File: src/rtl/dqd_pkg.sv
package dqd_pkg;

    localparam int LINE_COUNT = 16;
    localparam int LINE_W     = 16;
    localparam int ACC_W      = 3;
    localparam int SUM_W      = ACC_W + 1;
    localparam int STEP_W     = 2;
    localparam int CFG_IDX_W  = 1;

    localparam logic [LINE_W-1:0] LINE_KEEP =
        (LINE_COUNT >= LINE_W) ? {LINE_W{1'b1}} : LINE_W'((1 << LINE_COUNT) - 1);

    localparam logic [LINE_W-1:0] CLK_MASK_RESET = LINE_W'(1);
    localparam logic [LINE_W-1:0] DT_MASK_RESET  = LINE_W'(2);

    localparam logic signed [SUM_W-1:0] ACC_LIMIT_POS = SUM_W'(4);
    localparam logic signed [SUM_W-1:0] ACC_LIMIT_NEG = -SUM_W'(4);

    localparam logic signed [STEP_W-1:0] STEP_NONE = STEP_W'(0);
    localparam logic signed [STEP_W-1:0] STEP_FWD  = STEP_W'(1);
    localparam logic signed [STEP_W-1:0] STEP_REV  = -STEP_W'(1);

    typedef enum logic [CFG_IDX_W-1:0] {
        CFG_CLK_LINE_MASK = 1'b0,
        CFG_DT_LINE_MASK  = 1'b1
    } cfg_idx_t;

    typedef logic signed [STEP_W-1:0] step_t;

    typedef struct packed {
        logic [LINE_W-1:0] clk_bits;
        logic [LINE_W-1:0] dt_bits;
    } line_sel_t;

    localparam step_t GRAY_STEP_TABLE [16] = '{
        STEP_NONE, STEP_REV,  STEP_FWD,  STEP_NONE,
        STEP_FWD,  STEP_NONE, STEP_NONE, STEP_REV,
        STEP_REV,  STEP_NONE, STEP_NONE, STEP_FWD,
        STEP_NONE, STEP_FWD,  STEP_REV,  STEP_NONE
    };

endpackage

File: src/rtl/dqd_debounce.sv
module dqd_debounce
    import dqd_pkg::*;
(
    input  logic              aclk,
    input  logic              aresetn,
    input  logic              enable,
    input  logic [LINE_W-1:0] raw_lines,
    output logic [LINE_W-1:0] stable_next,
    output logic [LINE_W-1:0] pressed_next
);

    logic [LINE_W-1:0] candidate_reg;
    logic [LINE_W-1:0] candidate_next;
    logic [LINE_W-1:0] stable_reg;

    always_comb begin
        candidate_next = candidate_reg;
        stable_next    = stable_reg;
        if (raw_lines == candidate_reg) begin
            stable_next = raw_lines;
        end else begin
            candidate_next = raw_lines;
        end
        pressed_next = ~stable_reg & stable_next;
    end

    always_ff @(posedge aclk) begin
        if (!aresetn) begin
            candidate_reg <= '0;
            stable_reg    <= '0;
        end else if (enable) begin
            candidate_reg <= candidate_next;
            stable_reg    <= stable_next;
        end
    end

endmodule

File: src/rtl/dqd_quadrature.sv
module dqd_quadrature
    import dqd_pkg::*;
(
    input  logic              aclk,
    input  logic              aresetn,
    input  logic              enable,
    input  line_sel_t         line_sel,
    input  logic [LINE_W-1:0] stable_lines,
    output step_t             step_next
);

    logic [1:0]              phase_reg;
    logic [1:0]              phase_next;
    logic signed [ACC_W-1:0] acc_reg;
    logic signed [ACC_W-1:0] acc_next;
    logic signed [SUM_W-1:0] acc_sum;
    logic [3:0]              table_idx;

    always_comb begin
        phase_next = {|(stable_lines & line_sel.clk_bits), |(stable_lines & line_sel.dt_bits)};
        table_idx  = {phase_reg, phase_next};
        acc_sum    = SUM_W'(acc_reg) + SUM_W'(GRAY_STEP_TABLE[table_idx]);
        step_next  = STEP_NONE;
        acc_next   = acc_sum[ACC_W-1:0];
        if (acc_sum >= ACC_LIMIT_POS) begin
            step_next = STEP_FWD;
            acc_next  = '0;
        end else if (acc_sum <= ACC_LIMIT_NEG) begin
            step_next = STEP_REV;
            acc_next  = '0;
        end
    end

    always_ff @(posedge aclk) begin
        if (!aresetn) begin
            phase_reg <= '0;
            acc_reg   <= '0;
        end else if (enable) begin
            phase_reg <= phase_next;
            acc_reg   <= acc_next;
        end
    end

    // accumulator stays within -3..+3 between samples
    a_acc_range: assert property (@(posedge aclk) disable iff (!aresetn)
        acc_reg != {1'b1, {(ACC_W-1){1'b0}}})
        else $error("phase accumulator out of range");

endmodule

File: src/rtl/debounce_quadrature_decoder_top.sv
// an accepted sample is held in the input register, then in the result register that drives the result ports
// throughput: one sample per cycle while m_ready does not stall the result stage, input register then result register
// ready stays high unless both stages hold transactions and m_ready is low
// reset: aresetn synchronous active low, clears state, empties both stages,
// sets clk_line_mask to 1 and dt_line_mask to 2
module debounce_quadrature_decoder_top
    import dqd_pkg::*;
(
    input  logic                 aclk,
    input  logic                 aresetn,
    input  logic                 cfg_wr_en,
    input  logic [CFG_IDX_W-1:0] cfg_index,
    input  logic [LINE_W-1:0]    cfg_data,
    input  logic                 s_valid,
    output logic                 s_ready,
    input  logic [LINE_W-1:0]    s_raw_lines,
    output logic                 m_valid,
    input  logic                 m_ready,
    output logic [LINE_W-1:0]    m_stable_lines,
    output logic [LINE_W-1:0]    m_pressed_lines,
    output step_t                m_rotation_step
);

    line_sel_t         line_sel_reg;
    logic              in_valid_reg;
    logic [LINE_W-1:0] raw_reg;
    logic              out_valid_reg;
    logic [LINE_W-1:0] stable_out_reg;
    logic [LINE_W-1:0] pressed_out_reg;
    step_t             step_out_reg;
    logic              advance;
    logic [LINE_W-1:0] stable_next;
    logic [LINE_W-1:0] pressed_next;
    step_t             step_next;

    assign advance = !out_valid_reg || m_ready;
    assign s_ready = !in_valid_reg || advance;

    always_ff @(posedge aclk) begin
        if (!aresetn) begin
            line_sel_reg.clk_bits <= CLK_MASK_RESET;
            line_sel_reg.dt_bits  <= DT_MASK_RESET;
        end else if (cfg_wr_en) begin
            unique case (cfg_idx_t'(cfg_index))
                CFG_CLK_LINE_MASK: line_sel_reg.clk_bits <= cfg_data;
                CFG_DT_LINE_MASK:  line_sel_reg.dt_bits  <= cfg_data;
                default:           line_sel_reg          <= line_sel_reg;
            endcase
        end
    end

    // input stage
    always_ff @(posedge aclk) begin
        if (!aresetn) begin
            in_valid_reg <= 1'b0;
        end else if (s_ready) begin
            in_valid_reg <= s_valid;
        end
    end

    always_ff @(posedge aclk) begin
        if (s_valid && s_ready) begin
            raw_reg <= s_raw_lines & LINE_KEEP;
        end
    end

    dqd_debounce u_debounce (
        .aclk         (aclk),
        .aresetn      (aresetn),
        .enable       (in_valid_reg && advance),
        .raw_lines    (raw_reg),
        .stable_next  (stable_next),
        .pressed_next (pressed_next)
    );

    dqd_quadrature u_quadrature (
        .aclk         (aclk),
        .aresetn      (aresetn),
        .enable       (in_valid_reg && advance),
        .line_sel     (line_sel_reg),
        .stable_lines (stable_next),
        .step_next    (step_next)
    );

    // result stage
    always_ff @(posedge aclk) begin
        if (!aresetn) begin
            out_valid_reg <= 1'b0;
        end else if (advance) begin
            out_valid_reg <= in_valid_reg;
        end
    end

    always_ff @(posedge aclk) begin
        if (in_valid_reg && advance) begin
            stable_out_reg  <= stable_next;
            pressed_out_reg <= pressed_next;
            step_out_reg    <= step_next;
        end
    end

    assign m_valid         = out_valid_reg;
    assign m_stable_lines  = stable_out_reg;
    assign m_pressed_lines = pressed_out_reg;
    assign m_rotation_step = step_out_reg;

    a_pressed_subset: assert property (@(posedge aclk) disable iff (!aresetn)
        out_valid_reg |-> ((pressed_out_reg & ~stable_out_reg) == '0))
        else $error("pressed lines not within stable lines");

    a_step_code: assert property (@(posedge aclk) disable iff (!aresetn)
        out_valid_reg |-> (step_out_reg != {1'b1, 1'b0}))
        else $error("illegal rotation step code");

    a_stall_full: assert property (@(posedge aclk) disable iff (!aresetn)
        !s_ready |-> (in_valid_reg && out_valid_reg && !m_ready))
        else $error("input stalled with room in the pipeline");

    a_reset_empty: assert property (@(posedge aclk)
        (aresetn && $past(!aresetn)) |-> (!in_valid_reg && !out_valid_reg))
        else $error("pipeline not empty after reset");

endmodule
File: config.mk
export PLATFORM = sky130hd
export DESIGN_NAME = debounce_quadrature_decoder_top
export DESIGN_NICKNAME = d
export VERILOG_FILES = /design/src/rtl/dqd_pkg.sv /design/src/rtl/dqd_debounce.sv /design/src/rtl/dqd_quadrature.sv /design/src/rtl/debounce_quadrature_decoder_top.sv
export SDC_FILE = /design/constraint.sdc
export NUM_CORES = 1
export LEC_CHECK = 0
export CORE_MARGIN = 2
export CORE_UTILIZATION = 63
export DETAILED_ROUTE_END_ITERATION = 6
export DONT_BUFFER_PORTS = 1
export PLACE_DENSITY = 0.79
export SETUP_SLACK_MARGIN = 0.5
export SYNTH_ARGS = -nofsm -noshare
export SYNTH_HDL_FRONTEND = slang
export SYNTH_HIERARCHICAL = 1
export SYNTH_SLANG_ARGS = --single-unit
File: constraint.sdc
create_clock -name aclk -period 5.4 [get_ports aclk]
set_input_delay 0.27 -clock aclk [delete_from_list [all_inputs] [get_ports aclk]]
set_output_delay 0.27 -clock aclk [all_outputs]
set_load 0.05 [all_outputs]
---- Word-level counts from Yosys, hierarchy flattened ----
Memory sizes are Yosys's and may differ from the RTL's.
Index checks and enable logic that the tools add are counted.
operators by class
  add/subtract/negate cells ............... 1
  multipliers ............................. 0
  div/mod/pow operators ................... 0
  magnitude comparators ................... 3
  equality and inequality tests ........... 1
  shifts and indexed selects .............. 0
  muxes and demuxes ....................... 6
  bitwise operators ....................... 7
  reduce and logical (&&, ||, !) cells .... 11
operators with widths
  cell                                                                   count
  16-bit AND                                                             3
  16-bit OR reduction                                                    2
  16-bit equality test                                                   1
  16-bit 2-to-1 mux                                                      1
  16-bit NOT                                                             1
  2-bit 2-to-1 mux                                                       3
  3-bit 2-to-1 mux                                                       2
  2-bit AND reduction                                                    3
  5-bit >= comparator, second input constant                             1
  4-bit NOT with 5-bit output                                            1
  3-bit by 2-bit adder with 4-bit output                                 1
  4-bit >= comparator, second input constant                             1
  4-bit by 3-bit <= comparator with 1-bit output, second input constant  1
  1-bit logical AND                                                      2
  1-bit zero test                                                        2
  1-bit logical OR                                                       2
  1-bit NOT                                                              2
word-level totals
  flip-flop bits (word level) ............. 121
  bits in latches ......................... 0
  memory bits (writable) .................. 0
  memory bits (read-only) ................. 32
  input bits .............................. 38
  output and inout port bits .............. 36
  memories ................................ 1
memory list
  memory           words  width  rd ports  clocked after Yosys merged registers in  write ports  line                  text
  (no name shown)  16     2      1         0                                        0            dqd_quadrature.sv:22  acc_sum = SUM_W'(acc_reg) + SUM_W'(GRAY_STEP_TABLE[table_idx]);

---- Longest topological paths before layout ----
  depth in word-level cells ............... 12
  gate-level depth with buffers ........... 18
  gate-level depth less buffers ........... 17

---- Hierarchy ----
The synthesis kept the hierarchy.
modules (own cells, without submodules)
  module                           instances  cells each  area each (um2)  seq. area each (um2)
  debounce_quadrature_decoder_top  1          186         2826.5           2182.1
  dqd_debounce                     1          179         1680.4           640.6
  dqd_quadrature                   1          68          624.3            100.1

---- Worst setup path after synthesis ----
OpenSTA, ideal clock, no wires.
  path type ............................... reg2reg
  start point ............................. register raw_reg[1]
  end point ............................... register u_quadrature.acc_reg[0]
  setup time .............................. 0.115 ns
  arrival time ............................ 4.297 ns
  slack ................................... 0.988 ns
  stages on the path, launching flop included .. 17
  path buffers ............................ 1
  clock period less this slack ............ 4.412 ns
  path through ............................ edfxtp_1 -> xor2_1 -> nor4_1 -> nand4_1 -> clkbuf_1 -> mux2_2 -> a22o_1 -> a221oi_1 -> and4_1 -> inv_1 -> ha_1 -> mux4_2 -> fa_1 -> or2_2 -> o211ai_1 -> and3_4 -> o21ai_2
on the way
  word-level cells in the longest chain between the ends .. 12
  elaborated cells between the ends (all ways) .. 15
ends and longest elaborated chain
  element                                                   line                                   text
  start, declared                                           debounce_quadrature_decoder_top.sv:26  logic [LINE_W-1:0] raw_reg;
  start signal, assigned                                    debounce_quadrature_decoder_top.sv:63  raw_reg <= s_raw_lines & LINE_KEEP;
  16-bit equality test (*)                                  dqd_debounce.sv:19                     if (raw_lines == candidate_reg) begin
  16-bit 2-to-1 mux (*)                                     dqd_debounce.sv:19
  named net stable_next[9]                                  debounce_quadrature_decoder_top.sv:32  logic [LINE_W-1:0] stable_next;
  16-bit AND (*)                                            dqd_quadrature.sv:20                   phase_next = {|(stable_lines & line_sel.clk_bits), |(stable_lines & line_sel.dt_bits)};
  16-bit OR reduction (*)                                   dqd_quadrature.sv:20
  named net u_quadrature.phase_next[0]                      dqd_quadrature.sv:13                   logic [1:0] phase_next;
  4-bit NOT with 5-bit output (implied by the code) (*)     dqd_quadrature.sv:22
  memory 16 x 2 bit (*)                                     n/a
  2-bit 2-to-1 mux (implied by the code) (*) (2 in series)  dqd_quadrature.sv:22
  3-bit by 2-bit adder with 4-bit output (*)                dqd_quadrature.sv:22
  4-bit by 3-bit <= comparator with 1-bit output            dqd_quadrature.sv:28                   end else if (acc_sum <= ACC_LIMIT_NEG) begin
  3-bit 2-to-1 mux                                          dqd_quadrature.sv:28
  3-bit 2-to-1 mux (*)                                      dqd_quadrature.sv:25                   if (acc_sum >= ACC_LIMIT_POS) begin
  end signal, assigned                                      dqd_quadrature.sv:40                   acc_reg <= acc_next;
  end, declared                                             dqd_quadrature.sv:14                   logic signed [ACC_W-1:0] acc_reg;
Mark *: on every way through the listed nets, which the timed path passes. The rest lies on a longest branch. The select of a mux whose other input is x is not followed.
A chain may end at the register's enable or synchronous reset.

---- Worst setup path after layout ----
  start point ............................. register raw_reg[5]
  end point ............................... register u_quadrature.acc_reg[1]
Same word-level chain as after synthesis.

==> impl_metrics.ini <==
[worst_setup_path]
startpoint = raw_reg[5]
crit_type = reg2reg
reg2reg_from = raw_reg[5]
cp_max_fo = 10
cp_slowest_cell = fa_1
cpPeakStageDelay_ns = 0.45
crit_chain = xor2_1 -> nor4_2 -> nand4_1 -> buf_6 -> buf_6 -> mux2_2 -> a22o_1 -> a221oi_2 -> and4_4 -> inv_1 -> ha_1 -> xor2_1 -> xnor2_1 -> ha_2 -> fa_1 -> or2_4 -> o211ai_1 -> and3_4 -> o21ai_2
crit_required_ns = 5.80
critPathLaunchType = flop
endpoint_kind = flop
arrival_ns = 5.25

[sta]
skew_ns = 0.00590
final.setup.tns_ns = 0
layout_setup_ws_ns = 0.549
slew_violations = 0
min_period_ns = 4.85
hold_viol_final = 0
tightest_slew_ns = 1.09
grt_setup_unrepaired = no
final-setup-viol-count = 0
max_slew_margin_pct = 27.3
fmax_mhz = 206
period_share_pct = 89.8

[cells_and_area]
antenna_cells = 0
final_core_util_pct = 80.5
layout-drive-gt1-share_pct = 15.4
fillers = 442
largest_reg_flops = 32
final_nets = 525
area_growth_syn_to_layout_pct = 22.5

[min_path]
holdCritStartpoint = m_ready
worstHoldPathType = in2reg

[yosys]
yosysUniqueCellTypes = 49
yosysTopAreaCellShare_pct = 29.3
yosysMostFrequentCell = nand2_1
syn_inst = 433
yosysSeqAreaShare_pct = 57.0
yosys.area.top_type = edfxtp_1
ys_seq_elements = 121
yosysWarningCount = 6
synth_nets = 479
synth_area_leaders = edfxtp_1 29%, dfxtp_1 28%, mux2i_1 12%
synth_edf_count = 50
syn_avg_cell_area_um2 = 11.9
synth_ff_type = dfxtp_1
synth.cell_area_um2 = 5130
synthArstFlopShare_pct = 0
synth_commonest_cells = 97 x nand2_1, 71 x dfxtp_1, 61 x mux2i_1

[placed_design]
dp_worst_setup_slack_ns = 0.528
gp_congestion = 0.833
place.port_buffers = 0
hpwl_um = 6950

[drt]
wire_per_inst_um = 20.8
drc = 0
wirelength_um = 12400
ant_nets = 0
vias = 3595
viasPerCell = 6.05
first_pass_iters = 7
drt_iter0_markers = 263

[grt]
antenna_found_initial = 1
grt_use_met3_pct = 8.35
grt_pass1_vias = 3539
grt_max_degree = 106
track_usage_pct = 27.8
grt_util_met2_pct = 44.6
grt_overflow = 0
grt_pass1_wl_um = 18200
busiest_layer = met2
met1_usage_pct = 35.1

[pwr]
vdd_drop_max_mv = 0.261
p_leak_nw = 2.61
power_density_nw_per_um2 = 355

[run_status]
status = completed

[job]
maxCapViolations = 0

[clock_tree]
clock-sinks = 121
htreeDepth = 4
cts-root-buf = clkbuf_8
cts_made_buffers = 17
clk_pin_slew_ns = 0.06
cts_max_path_buffers = 2
clock_latency_ns = 0.51
tritoncts = yes

[die]
die-height_um = 94.3
fp-row-count = 32
dieArea_um2 = 8880
start_util_pct = 65.7
die_w_um = 94.3
ioPinCount = 74
core_area_um2 = 7810
final timing paths:
| path | to | slack [ns] | depth (start not counted) |
|---|---|---|---|
| setup / recovery | u_quadrature/acc_reg[1] | 0.55 | 19 |
| hold / removal | m_valid | 0.09 | 2 |
| setup reg to reg | u_quadrature/acc_reg[1] | 0.55 | 19 |
| hold reg to reg | line_sel_reg[14] | 0.46 | 2 |
worst max-delay path, delay by kind of cell, from the launching register on:
family	cells	cell delay, ns
AOI/OAI and AO/OA	4	0.67
xor gates and xnor gates	3	0.52
adders and majority gates	3	0.96
buffers and inverters	3	0.42
DFF	1	0.44
muxes	1	0.35
and+or+nand+nor	5	1.38
power breakdown:
part           internal (W)  switching, W
clock network      0.000658      0.000379
logic             0.0000612     0.0000726
registers          0.000994     0.0000689
per-stage QoR:
| step | hold slack, ns | area (µm²) | total power [W] | cells |
|---|---|---|---|---|
| global placement | 0.369 | 5160 | 0.00116 | 516 |
| detailed placement | 0.369 | 5160 | 0.00117 | 516 |
| global route | 0.0859 | 6290 | 0.00230 | 594 |
| CTS | 0.0477 | 6100 | 0.00222 | 585 |
| floorplan | 0.369 | 5130 | 0.00116 | 433 |
| finish | 0.0864 | 6290 | 0.00223 | 594 |
final cells by class:
type / instances / area [µm²] / area share (%)
flip-flops and latches: 121 / 2920 / 46.5
multi-input cells: 283 / 2130 / 33.9
repair buffers: 49 / 533 / 8.48
clock buffers: 21 / 439 / 6.99
well taps: 102 / 128 / 2.03
clock inverters: 11 / 104 / 1.65
inverters: 7 / 26.3 / 0.418
metal layers:
metal / part of all wire, % / vias up
li1: - / 1636
met1: 41 / 1755
met2: 49 / 173
met3: 7.8 / 31
met4: 2.6 / 0
met5: 0 / -
logic make-up (layout without fill, tap and decap cells):
| logic type | after synthesis | count (layout) | share of synthesized area (%) |
|---|---|---|---|
| AND/OR/NAND/NOR | 143 | 143 | 13.4 |
| flip-flops | 121 | 121 | 57.0 |
| multiplexers | 78 | 78 | 15.8 |
| AO/OA/AOI/OAI | 36 | 36 | 5.56 |
| buffers and inverters | 29 | 88 | 3.05 |
| XOR/XNOR | 18 | 18 | 3.07 |
| adder cells (fa/ha/maj) | 8 | 8 | 2.10 |
timing repair:
action / 4_1_cts / 5_1_grt
resized for setup: 1 / 20
cloned: 0 / 2
endpoints found under the hold margin: 87 / 0
buffers inserted: 0 / 7
pin swaps: 0 / 8
hold buffers: 37 / 0
endpoints found under the setup margin: 3 / 5
cells in the final DEF, fill, tap and decap left out, types with 2 or more instances in the layout:
master and instances:
nor4_2 3, a22o_1 8, mux2_2 15, mux2i_1 61, edfxtp_1 50, buf_4 7
a221oi_1 2, buf_6 2, clkbuf_1 3, clkinv_1 5, clkbuf_8 2, bufinv_16 2
xor2_1 17, clkinvlp_4 2, nand3_1 3, nand4_1 2, a221oi_2 6, nand3b_1 4
o211ai_1 3, nor2_1 2, dlygate4sd3_1 36, ha_1 6, o21ai_0 2, o21ai_2 2
and4_4 2, a21oi_1 3, nor3b_1 17, clkinv_2 2, dfxtp_1 71, clkbuf_16 18
nand2_1 97, inv_1 7
No activity file was read; power rests on OpenSTA's default activity.
